File: src/design/checked_frame_receiver_core_defines.svh
// Assertion macros shared by the checked frame receiver RTL.
// Needs nothing else; included by the top level only.
`ifndef CHECKED_FRAME_RECEIVER_CORE_DEFINES_SVH
`define CHECKED_FRAME_RECEIVER_CORE_DEFINES_SVH

// Property that must hold at every clock edge outside reset.
`define CRF_ASSERT(label, clk, rst_n, prop) \
  label: assert property (@(posedge clk) disable iff (!(rst_n)) (prop)) \
    else $error("checked_frame_receiver_core: property violated");

// Boolean condition that must never be true outside reset.
`define CRF_ASSERT_NEVER(label, clk, rst_n, cond) \
  `CRF_ASSERT(label, clk, rst_n, !(cond))

`endif

File: src/design/crf_pkg.sv
// Shared types and constants of the checked frame receiver.
// Used by the parser, payload store, register block and top level.
package crf_pkg;

  typedef enum logic [2:0] {
    PH_HUNT,
    PH_LENGTH,
    PH_PAYLOAD,
    PH_CHECK1,
    PH_CHECK2
  } phase_e;

  localparam logic [1:0] MODE_RECV  = 2'd0;
  localparam logic [1:0] MODE_CLEAR = 2'd1;
  localparam logic [1:0] MODE_READ  = 2'd2;

  // Start, length and both check bytes.
  localparam logic [7:0] FRAME_OVERHEAD = 8'd4;

  localparam logic [7:0] START_BYTE_RESET = 8'd153;

  // Register index decoded from the APB word address.
  localparam logic REG_START_BYTE = 1'b0;

  typedef struct packed {
    logic       wr_en;
    logic [7:0] wr_addr;
    logic [7:0] wr_data;
    logic       rd_en;
    logic [7:0] rd_addr;
  } store_req_t;

  typedef struct packed {
    logic       rd_sel;
    logic       ready;
    logic [7:0] length;
    logic [7:0] errors;
    logic       done;
    logic       error;
  } step_res_t;

endpackage

File: src/design/crf_regs.sv
// APB register block of the checked frame receiver: holds the start byte.
// Depends on crf_pkg for the register index and reset value.
module crf_regs (
  input  logic        clk_i,
  input  logic        rst_ni,
  input  logic        psel,
  input  logic        penable,
  input  logic        pwrite,
  input  logic [2:0]  paddr,
  input  logic [31:0] pwdata,
  output logic [31:0] prdata,
  output logic        pready,
  output logic [7:0]  start_byte_o
);

  logic [7:0] start_byte_q;
  logic [7:0] start_byte_d;

  always_comb begin
    start_byte_d = start_byte_q;
    if (psel && penable && pwrite && pready && (paddr[2] == crf_pkg::REG_START_BYTE)) begin
      start_byte_d = pwdata[7:0];
    end
  end

  always_ff @(posedge clk_i or negedge rst_ni) begin
    if (!rst_ni) begin
      start_byte_q <= crf_pkg::START_BYTE_RESET;
    end else begin
      start_byte_q <= start_byte_d;
    end
  end

  assign pready       = 1'b1;
  assign prdata       = (paddr[2] == crf_pkg::REG_START_BYTE) ? {24'd0, start_byte_q} : 32'd0;
  assign start_byte_o = start_byte_q;

endmodule

File: src/design/crf_store.sv
// Payload memory of the checked frame receiver: one write and one read
// port, read data registered. Depends on crf_pkg for the request struct.
module crf_store #(
  parameter int PAYLOAD_DEPTH = 256
) (
  input  logic                clk_i,
  input  crf_pkg::store_req_t req_i,
  output logic [7:0]          rd_data_o
);

  localparam int AddrW = $clog2(PAYLOAD_DEPTH);

  logic [7:0] mem [PAYLOAD_DEPTH];
  logic [7:0] rd_data_q;

  always_ff @(posedge clk_i) begin
    if (req_i.wr_en) begin
      mem[req_i.wr_addr[AddrW-1:0]] <= req_i.wr_data;
    end
  end

  // The read register only moves on a read request, so it holds while the
  // result waits at a stalled output.
  always_ff @(posedge clk_i) begin
    if (req_i.rd_en) begin
      rd_data_q <= mem[req_i.rd_addr[AddrW-1:0]];
    end
  end

  assign rd_data_o = rd_data_q;

endmodule

File: src/design/crf_parser.sv
// Frame parser of the checked frame receiver: phase machine, running
// check sums, counters and payload store requests. Depends on crf_pkg.
module crf_parser #(
  parameter int PAYLOAD_DEPTH = 256
) (
  input  logic                clk_i,
  input  logic                rst_ni,
  input  logic                accept_i,
  input  logic [1:0]          mode_i,
  input  logic [7:0]          data_byte_i,
  input  logic [7:0]          read_index_i,
  input  logic [7:0]          start_byte_i,
  output crf_pkg::store_req_t store_req_o,
  output crf_pkg::step_res_t  res_o
);

  localparam logic [8:0] DepthW = 9'(PAYLOAD_DEPTH);

  crf_pkg::phase_e phase_q, phase_d;
  logic [7:0] length_q, length_d;
  logic [7:0] taken_q, taken_d;
  logic [7:0] sum1_q, sum1_d;
  logic [7:0] sum2_q, sum2_d;
  logic       ready_q, ready_d;
  logic [7:0] errors_q, errors_d;
  logic       done, error;

  always_ff @(posedge clk_i or negedge rst_ni) begin
    if (!rst_ni) begin
      phase_q  <= crf_pkg::PH_HUNT;
      length_q <= 8'd0;
      taken_q  <= 8'd0;
      sum1_q   <= 8'd0;
      sum2_q   <= 8'd0;
      ready_q  <= 1'b0;
      errors_q <= 8'd0;
    end else begin
      phase_q  <= phase_d;
      length_q <= length_d;
      taken_q  <= taken_d;
      sum1_q   <= sum1_d;
      sum2_q   <= sum2_d;
      ready_q  <= ready_d;
      errors_q <= errors_d;
    end
  end

  always_comb begin
    phase_d  = phase_q;
    length_d = length_q;
    taken_d  = taken_q;
    sum1_d   = sum1_q;
    sum2_d   = sum2_q;
    ready_d  = ready_q;
    errors_d = errors_q;
    done     = 1'b0;
    error    = 1'b0;
    if (accept_i) begin
      case (mode_i)
        crf_pkg::MODE_RECV: begin
          unique case (phase_q)
            crf_pkg::PH_HUNT: begin
              if (data_byte_i == start_byte_i) begin
                phase_d = crf_pkg::PH_LENGTH;
              end
            end
            crf_pkg::PH_LENGTH: begin
              if (ready_q) begin
                // Overrun: a new frame while the last one is unreleased.
                errors_d = errors_q + 8'd2;
                phase_d  = crf_pkg::PH_HUNT;
                error    = 1'b1;
              end else if (data_byte_i < crf_pkg::FRAME_OVERHEAD) begin
                errors_d = errors_q + 8'd1;
                phase_d  = crf_pkg::PH_HUNT;
                error    = 1'b1;
              end else begin
                length_d = data_byte_i - crf_pkg::FRAME_OVERHEAD;
                sum1_d   = data_byte_i;
                sum2_d   = data_byte_i;
                taken_d  = 8'd0;
                phase_d  = (data_byte_i == crf_pkg::FRAME_OVERHEAD) ?
                           crf_pkg::PH_CHECK1 : crf_pkg::PH_PAYLOAD;
              end
            end
            crf_pkg::PH_PAYLOAD: begin
              sum1_d  = sum1_q + data_byte_i;
              sum2_d  = sum2_q + sum1_d;
              taken_d = taken_q + 8'd1;
              if (taken_d == length_q) begin
                phase_d = crf_pkg::PH_CHECK1;
              end
            end
            crf_pkg::PH_CHECK1: begin
              if (data_byte_i != sum1_q) begin
                errors_d = errors_q + 8'd1;
                phase_d  = crf_pkg::PH_HUNT;
                error    = 1'b1;
              end else begin
                phase_d = crf_pkg::PH_CHECK2;
              end
            end
            crf_pkg::PH_CHECK2: begin
              if (data_byte_i != sum2_q) begin
                errors_d = errors_q + 8'd1;
                error    = 1'b1;
              end else begin
                ready_d = 1'b1;
                done    = 1'b1;
              end
              phase_d = crf_pkg::PH_HUNT;
            end
            default: begin
              errors_d = errors_q + 8'd1;
              phase_d  = crf_pkg::PH_HUNT;
              error    = 1'b1;
            end
          endcase
        end
        crf_pkg::MODE_CLEAR: begin
          ready_d = 1'b0;
        end
        default: begin
        end
      endcase
    end
  end

  always_comb begin
    store_req_o.wr_en   = accept_i && (mode_i == crf_pkg::MODE_RECV) &&
                          (phase_q == crf_pkg::PH_PAYLOAD) && ({1'b0, taken_q} < DepthW);
    store_req_o.wr_addr = taken_q;
    store_req_o.wr_data = data_byte_i;
    // Reads past the frame length or past the memory answer zero.
    store_req_o.rd_en   = accept_i && (mode_i == crf_pkg::MODE_READ) &&
                          (read_index_i < length_q) && ({1'b0, read_index_i} < DepthW);
    store_req_o.rd_addr = read_index_i;
  end

  always_comb begin
    res_o.rd_sel = store_req_o.rd_en;
    res_o.ready  = ready_d;
    res_o.length = length_d;
    res_o.errors = errors_d;
    res_o.done   = done;
    res_o.error  = error;
  end

endmodule

File: src/design/checked_frame_receiver_core.sv
// Checked frame receiver: takes link bytes, parses frames with mod-256 sums,
// stores their payload in memory and lets it be read back by index.
// Channels: a request channel (mode_i, data_byte_i, read_index_i) with
// in_valid_i / in_stall_o, and a result channel with out_valid_o / out_stall_i.
// A request is taken when in_valid_i is high and in_stall_o is low; a result
// is taken when out_valid_o is high and out_stall_i is low.
// Every request gives exactly one result, which appears in the output
// register in the cycle after the request is taken.
// Throughput is one request per cycle while no held result stalls the input:
// the parser state updates per request and the payload memory takes one
// write and one read each cycle, with read data in its own output register.
// When the receiver stalls, the result holds and in_stall_o rises for as long
// as a held result blocks the output register; nothing is dropped.
// Reset clears the parser to hunting for the start byte, clears the ready
// flag, length and error count, and sets the start byte register to 153.
// The payload memory is not cleared; only bytes of received frames are read.
// The start byte is written through the APB port at address 0.
`include "checked_frame_receiver_core_defines.svh"

module checked_frame_receiver_core #(
  parameter int PAYLOAD_DEPTH = 256
) (
  input  logic        clk_i,
  input  logic        rst_ni,
  input  logic        psel,
  input  logic        penable,
  input  logic        pwrite,
  input  logic [2:0]  paddr,
  input  logic [31:0] pwdata,
  output logic [31:0] prdata,
  output logic        pready,
  input  logic        in_valid_i,
  output logic        in_stall_o,
  input  logic [1:0]  mode_i,
  input  logic [7:0]  data_byte_i,
  input  logic [7:0]  read_index_i,
  output logic        out_valid_o,
  input  logic        out_stall_i,
  output logic [7:0]  read_data_o,
  output logic        message_ready_o,
  output logic [7:0]  payload_length_o,
  output logic [7:0]  error_count_o,
  output logic        frame_done_o,
  output logic        frame_error_o
);

  logic                accept;
  logic [7:0]          start_byte;
  logic [7:0]          mem_rdata;
  crf_pkg::store_req_t store_req;
  crf_pkg::step_res_t  res;
  crf_pkg::step_res_t  res_q;
  logic                out_valid_q, out_valid_d;

  assign in_stall_o = out_valid_q && out_stall_i;
  assign accept     = in_valid_i && !in_stall_o;

  crf_regs u_regs (
    .clk_i       (clk_i),
    .rst_ni      (rst_ni),
    .psel        (psel),
    .penable     (penable),
    .pwrite      (pwrite),
    .paddr       (paddr),
    .pwdata      (pwdata),
    .prdata      (prdata),
    .pready      (pready),
    .start_byte_o(start_byte)
  );

  crf_parser #(
    .PAYLOAD_DEPTH(PAYLOAD_DEPTH)
  ) u_parser (
    .clk_i       (clk_i),
    .rst_ni      (rst_ni),
    .accept_i    (accept),
    .mode_i      (mode_i),
    .data_byte_i (data_byte_i),
    .read_index_i(read_index_i),
    .start_byte_i(start_byte),
    .store_req_o (store_req),
    .res_o       (res)
  );

  crf_store #(
    .PAYLOAD_DEPTH(PAYLOAD_DEPTH)
  ) u_store (
    .clk_i    (clk_i),
    .req_i    (store_req),
    .rd_data_o(mem_rdata)
  );

  always_comb begin
    out_valid_d = out_valid_q;
    if (accept) begin
      out_valid_d = 1'b1;
    end else if (!out_stall_i) begin
      out_valid_d = 1'b0;
    end
  end

  always_ff @(posedge clk_i or negedge rst_ni) begin
    if (!rst_ni) begin
      out_valid_q <= 1'b0;
    end else begin
      out_valid_q <= out_valid_d;
    end
  end

  always_ff @(posedge clk_i) begin
    if (accept) begin
      res_q <= res;
    end
  end

  assign out_valid_o      = out_valid_q;
  assign read_data_o      = res_q.rd_sel ? mem_rdata : 8'd0;
  assign message_ready_o  = res_q.ready;
  assign payload_length_o = res_q.length;
  assign error_count_o    = res_q.errors;
  assign frame_done_o     = res_q.done;
  assign frame_error_o    = res_q.error;

  // A byte either completes a frame or aborts one, never both.
  `CRF_ASSERT_NEVER(a_done_and_error, clk_i, rst_ni, out_valid_o && frame_done_o && frame_error_o)
  // A completed frame always leaves the ready flag set.
  `CRF_ASSERT(a_done_sets_ready, clk_i, rst_ni, (out_valid_o && frame_done_o) |-> message_ready_o)
  // A new request is never taken over a result that is still held.
  `CRF_ASSERT_NEVER(a_no_overwrite, clk_i, rst_ni, accept && out_valid_q && out_stall_i)
  // A request outside receive mode never touches the error count.
  `CRF_ASSERT(a_idle_keeps_errors, clk_i, rst_ni,
              (accept && (mode_i != crf_pkg::MODE_RECV)) |=> (error_count_o == $past(u_parser.errors_q)))

endmodule
File: config.mk
export PLATFORM = sky130hd
export DESIGN_NAME = checked_frame_receiver_core
export DESIGN_NICKNAME = d
export VERILOG_FILES = /design/src/design/crf_pkg.sv /design/src/design/crf_regs.sv /design/src/design/crf_store.sv /design/src/design/crf_parser.sv /design/src/design/checked_frame_receiver_core.sv
export VERILOG_INCLUDE_DIRS = /design/src /design/src/design
export SDC_FILE = /design/constraint.sdc
export NUM_CORES = 2
export LEC_CHECK = 0
export ABC_AREA = 1
export BUFFER_PORTS_ARGS = -buffer_cell sky130_fd_sc_hd__clkbuf_2
export CORE_ASPECT_RATIO = 0.75
export CORE_MARGIN = 4
export CORE_UTILIZATION = 40
export CTS_BUF_LIST = sky130_fd_sc_hd__clkbuf_16
export CTS_CLUSTER_SIZE = 30
export DETAILED_ROUTE_END_ITERATION = 12
export PLACE_DENSITY = 0.56
export SLEW_MARGIN = 10
export SYNTH_ARGS = -nofsm -noshare
export SYNTH_HDL_FRONTEND = slang
export SYNTH_SLANG_ARGS = --single-unit
File: constraint.sdc
create_clock -name clk_i -period 4.9 [get_ports clk_i]
set_input_delay 0.49 -clock clk_i [delete_from_list [all_inputs] [get_ports clk_i]]
set_output_delay 0.49 -clock clk_i [all_outputs]
set_load 0.03 [all_outputs]
* After elaboration in Yosys (flattened, before gate mapping)
Memories as Yosys holds them, arrays and structs flattened. A register that Yosys moved wholly into a read port is not among the register bits.
Index checks and enable logic that the tools add are counted.
** Word-level totals
- Bits in registers :: 73
- Bits in latches :: 0
- Memory bits (writable) :: 2048
- Bits in read-only memories :: 0
- Bits of input ports :: 60
- Output and inout port bits :: 62
- Word-level logic and storage cells :: 100
- Memories :: 1
** Memory list
- u_store.mem :: depth 256, bits a word 8, rd ports 1, clocked after memory_dff 1, wr ports 1, RTL line crf_store.sv:13 : logic [7:0] mem [PAYLOAD_DEPTH];
** Operators by class
- Add/subtract/negate cells :: 6
- $mul :: 0
- Div/mod/pow operators :: 0
- Magnitude comparators :: 2
- Equality and inequality tests :: 16
- Shift-type cells :: 0
- Mux-type cells :: 42
- Bitwise operators :: 1
- Reductions and logical operators :: 17
** Operators with widths (number)
- $mux 8 :: 17
- $pmux 8 s2 :: 3
- $pmux 8 s4 :: 1
- $add 8x1->8 const B :: 2
- $add 8x8->8 :: 2
- $eq 8x8->1 :: 2
- $ne 8x8->1 :: 2
- $mux 3 :: 5
- $mux 1 :: 13
- $pmux 3 s4 :: 1
- $logic_and 1x1->1 :: 9
- $add 8x2->8 const B :: 1
- $eq 8x3->1 const B :: 1
- $lt 8x3->1 const B :: 1
- $lt 8x8->1 :: 1
- $sub 8x3->8 const B :: 1
- $eq 3x2->1 const B :: 2
- $ne 2x1->1 const B :: 3
- $reduce_and 5->1 :: 1
- $ne 2x2->1 const B :: 2
- $pmux 1 s4 :: 1
- $reduce_and 4->1 :: 1
- $eq 3x1->1 const B :: 1
- $eq 3x3->1 const B :: 1
- other kinds (10) :: 10

* Depth between registers and ports, before layout
- Word-level depth :: 7
- Depth in mapped cells :: 15
- Gate-level depth less buffers :: 13

* Hierarchy
From an unflattened synthesis, not the netlist that was laid out.
** Second synthesis, totals
- Cell total of the unflattened synthesis :: 7712
- Area total of the unflattened synthesis :: 88876.5 um^2
** By module, submodules not included
- crf_store :: instances 1, cells an instance 7003, area an instance 83476.3 um^2, sequential area each 61739.2 um^2
- crf_parser :: instances 1, cells an instance 569, area an instance 3955.0 um^2, sequential area each 1101.1 um^2
- checked_frame_receiver_core :: instances 1, cells an instance 59, area an instance 830.8 um^2, sequential area each 625.6 um^2
- crf_regs :: instances 1, cells an instance 81, area an instance 614.3 um^2, sequential area each 205.2 um^2

* Worst setup path after synthesis
OpenSTA, ideal clock, no wires.
- Path type :: register to register
- From :: reg out_valid_q, in the netlist out_valid_o
- To :: mem u_store.mem[103][0] (enable)
- Setup time :: 370 ps
- Data arrival time :: 2416 ps
- Required time :: 4530 ps
- Slack :: 2114 ps
- Stages on the path, launching flop included :: 12
- Buffers on the path :: 2
- Clock period less this slack :: 2786 ps
- Path through :: dfrtp_1 -> nand2_1 -> inv_2 -> nor2_4 -> nand2_4 -> inv_2 -> nand2_2 -> buf_6 -> nor2_4 -> nand2_2 -> buf_2 -> nor2_1
** Between the ends
- Word-level cells in the longest chain between the ends :: 7
** RTL lines
- start: declaration :: RTL line checked_frame_receiver_core.sv:53 : logic out_valid_q, out_valid_d;
- start signal: assignment :: RTL line checked_frame_receiver_core.sv:106 : out_valid_q <= out_valid_d;
- $logic_and 1x1->1 :: RTL line checked_frame_receiver_core.sv:55 : assign in_stall_o = out_valid_q && out_stall_i;
- named net in_stall_o :: RTL line checked_frame_receiver_core.sv:33 : output logic in_stall_o,
- $logic_not 1->1 :: RTL line checked_frame_receiver_core.sv:56 : assign accept = in_valid_i && !in_stall_o;
- $logic_and 1x1->1 :: RTL line checked_frame_receiver_core.sv:56
- named net accept :: RTL line checked_frame_receiver_core.sv:47 : logic accept;
- $logic_and 1x1->1 (2 in series) :: RTL line crf_parser.sv:130 : store_req_o.wr_en = accept_i && (mode_i == crf_pkg::MODE_RECV) &&
- $mux 1 :: RTL line crf_store.sv:17 : if (req_i.wr_en) begin
- $mux 1 (implied by the code) :: RTL line crf_store.sv:18 : mem[req_i.wr_addr[AddrW-1:0]] <= req_i.wr_data;
- end: declaration :: RTL line crf_store.sv:13
The timed path passes the listed nets, and every way through them passes these cells.

* Worst setup path after layout
- From :: reg u_parser.phase_q[2]
- To :: mem u_store.mem[28][7] (enable)
** Between the ends
- Word-level cells in the longest chain between the ends :: 4
** RTL lines
- start: declaration :: RTL line crf_parser.sv:19 : crf_pkg::phase_e phase_q, phase_d;
- start signal: assignment :: RTL line crf_parser.sv:30 : phase_q <= crf_pkg::PH_HUNT;
- start signal: assignment :: RTL line crf_parser.sv:38 : phase_q <= phase_d;
- $eq 3x2->1 :: RTL line crf_parser.sv:131 : (phase_q == crf_pkg::PH_PAYLOAD) && ({1'b0, taken_q} < DepthW);
- $logic_and 1x1->1 :: RTL line crf_parser.sv:130
- $mux 1 :: RTL line crf_store.sv:17
- $mux 1 (implied by the code) :: RTL line crf_store.sv:18
No other way between the ends.

==> key figures <==
Timing
  • Final hold vios: 0
  • Finish-stage setup viols: 0
  • Setup TNS: 0 ns
  • Final slew viol count: 0
  • Slew @ Worst Pin: 1.28 ns
  • Min Clock Period, post-route: ~3.9 ns
  • Period utilization: roughly 80%
  • Fmax: roughly 250 MHz
  • RSZ-0062 raised after global routing: false
  • Rel. slew slack: 14.3%
  • Clock Skew: 0.0473 ns

Synthesis
  • Synthesized area: 88400 µm²
  • Mapped Cells: 7634
  • Predominant post-synthesis flop cell: edfxtp_1
  • Post-synthesis register bit count: between 2000 and 2500
  • Syn Area/Cell: ~12 µm²
  • Number of synthesized flops with an enable pin: about 2100
  • Netlist cell types: 44
  • Seq/Total Area, Yosys: 72.0%
  • Asr flop ratio synth: 2.49%
  • Ys Warns: 0

Drt
  • Starting DRC count in detailed routing: just over 7000
  • Drt pass-1 iters: 5
  • Avg WL per Cell: 23.5 µm
  • DRT antenna net count: 0
  • Vias: 57900
  • Drt total wl: 250 mm
  • Residual DRC: 0
  • Vias per inst: around 5.4

Floorplanning
  • Row count: between 100 and 150
  • Die H: between 400 and 500 µm
  • # IOs: 122
  • Die area: between 200000 and 250000 µm²
  • Initial Util: about two fifths
  • Horiz. Die Dim: approximately 550 µm
  • Core Area: between 200000 and 250000 µm²

Pwr
  • PD cells: between 400 and 500 nW/µm²
  • Pleak: 34.4 nW
  • Worst VDD drop: approximately 0.00028 V

CTS
  • Root Buffer: clkbuf_16
  • CTS tree: done
  • Worst-Skew Late Latency: around 0.85 ns
  • H-tree depth: 4
  • CTS Buf Count: approximately 210
  • Clock Sink Count: 2129
  • Clock tree buffer depth: 4
  • CTS clock-pin slew for the worst setup and hold paths: 0.06 ns

Global routing
  • First-pass GRT wire length: 366 mm
  • Total congestion overflow: 0
  • Vias in the first global route: between 50000 and 60000
  • Total track usage: approximately a fifth
  • Initial antenna violation count: 14
  • Largest net degree at the start of global routing: roughly 200

Setup path
  • Critical-path cell list: nor2_1 > inv_1 > nor2_4 > nand2_2 > nor2_4 > nand2_2 > buf_4 > nor2_1
  • CP required: between 5 and 6 ns
  • CP peak stage delay: roughly 0.75 ns
  • Setup crit end kind: register
  • WS Path Type: register to register
  • Critical Path AT: around 4.4 ns
  • Startpoint types: register
  • Worst-path maximum fanout: 17
  • Critical-path top delay cell: nand2_2
  • FF-to-FF setup slack: just under 1 ns

Layout
  • Layout cells sized above 1: under 10%
  • Area occupied by registers: approximately 64000 µm²
  • Area Growth Syn to Fin: 10.5%
  • # nets final: about 7600
  • # fillers: ~20000
  • Area occupied by multi-input gates: ~22000 µm²
  • Final core occ: 44.4%
  • Commonest non-fill, non-tap cell in the layout: nand2_1
  • Most frequent cells in the layout: 2259 x nand2_1, 2076 x edfxtp_1, 2057 x nand3_1, 334 x nor2_1, 209 x clkbuf_16

Job
  • Maximum capacitance violations: 0

Min path
  • Worst min path class: input port to register

Place
  • Number of I/O port buffers: 70
  • Routability Congestion: about 0.84
  • DP Wirelength: 143 mm

Outcome
  • Status: finished clean
==> final timing paths <==
path,from,endpoint,depth (start not counted)
max,u_parser.phase_q[2]$_DFFE_PN0P_,u_store.mem[28][7]$_DFFE_PP_,8
min,data_byte_i[2],u_store.mem[157][2]$_DFFE_PP_,1
max reg2reg,u_parser.phase_q[2]$_DFFE_PN0P_,u_store.mem[28][7]$_DFFE_PP_,8
min reg2reg,u_regs.start_byte_o[7]$_DFFE_PN1P_,u_regs.start_byte_o[7]$_DFFE_PN1P_,2
max in group asynchronous,rst_ni,u_parser.length_q[1]$_DFF_PN0_,3
min in group asynchronous,rst_ni,u_parser.sum2_q[3]$_DFFE_PN0P_,3
==> sequential cells by signal (all words and copies together), names as in the netlist, 8 cells and up <==
register             cells
payload_length_o         8
u_store.mem           2048
u_parser.errors_q        8
u_parser.length_q        8
error_count_o            8
u_parser.taken_q         8
u_parser.sum2_q          8
u_regs.start_byte_o      8
u_parser.sum1_q          8
u_store.rd_data_o        8
==> critical path, delay by kind of cell, from the launching register on <==
| family | cells | cell delay, ns |
|---|---|---|
| DFF | 1 | 0.45 |
| and+or+nand+nor | 6 | 2.45 |
| buffers and inverters | 2 | 0.58 |
==> cell usage after synthesis (7+ instances only) <==
cell	count	area share (%)
inv_1	98	0.42
a21oi_1	46	0.26
buf_2	308	1.7
nor3_1	9	0.051
buf_6	16	0.20
nand3_1	2057	12
ha_1	30	0.42
nand4_1	14	0.099
edfxtp_1	2076	70
o21ai_0	25	0.14
buf_1	32	0.14
inv_2	7	0.030
xor2_1	16	0.16
nand2_1	2267	9.6
nand2_2	9	0.064
nor2_1	334	1.4
dfrtp_1	49	1.4
buf_4	77	0.65
clkbuf_1	102	0.43
==> logic make-up after synthesis <==
family	count (synthesis)	synth area share (%)
and+or+nand+nor	4706	23.1
DFF	2129	72.0
buffers and inverters	641	3.62
AOI/OAI and AO/OA	104	0.663
adders and majority gates	32	0.470
xor gates and xnor gates	20	0.198
other	2	0.00849
==> where the power goes <==
group / switching [mW] / internal [mW] / leakage [nW]
combinational: 2.83 / 1.02 / 11.9
clock: 6.75 / 8.48 / 3.26
sequential: 0.162 / 20.2 / 19.3
total: 9.75 / 29.6 / 34.4
==> final cells by class <==
class | count | share of cell area, %
antenna | 1 | 0.00256
timing repair buffer | 222 | 2.03
clock buffer | 209 | 5.35
inverter | 106 | 0.442
clock inverter | 158 | 1.11
tap | 2944 | 3.77
sequential | 2129 | 65.1
multi-input combinational | 4887 | 22.2
==> per-stage QoR <==
stage	cell area, µm²	worst slack, ns	hold slack (ns)	instances	power, mW
2_1_floorplan	88500	2.11	0.194	7657	23.0
3_3_place_gp	91300	0.888	0.482	10300	24.5
3_5_place_dp	91300	0.851	0.487	10300	24.5
4_1_cts	97800	0.986	0.0208	10700	39.6
5_1_grt	97800	0.811	0.0439	10700	40.8
6_report	97800	0.972	0.0664	10700	39.4
==> per-layer routing <==
layer / routed length (µm) / global-route usage (%) / up-vias
met5: 23 / 0 / -
met4: 5700 / 4.96 / 4
met3: 22900 / 4.09 / 313
met2: 109000 / 31.2 / 2414
met1: 112000 / 32.6 / 28500
li1: - / - / 26700
==> timing repair <==
item | in CTS | in global routing
endpoints found under the hold margin | 59 | 0
hold buffers | 13 | 0
resized for setup | 0 | 0
buffers inserted | 0 | 0
Power figures use the tool's default switching activity.
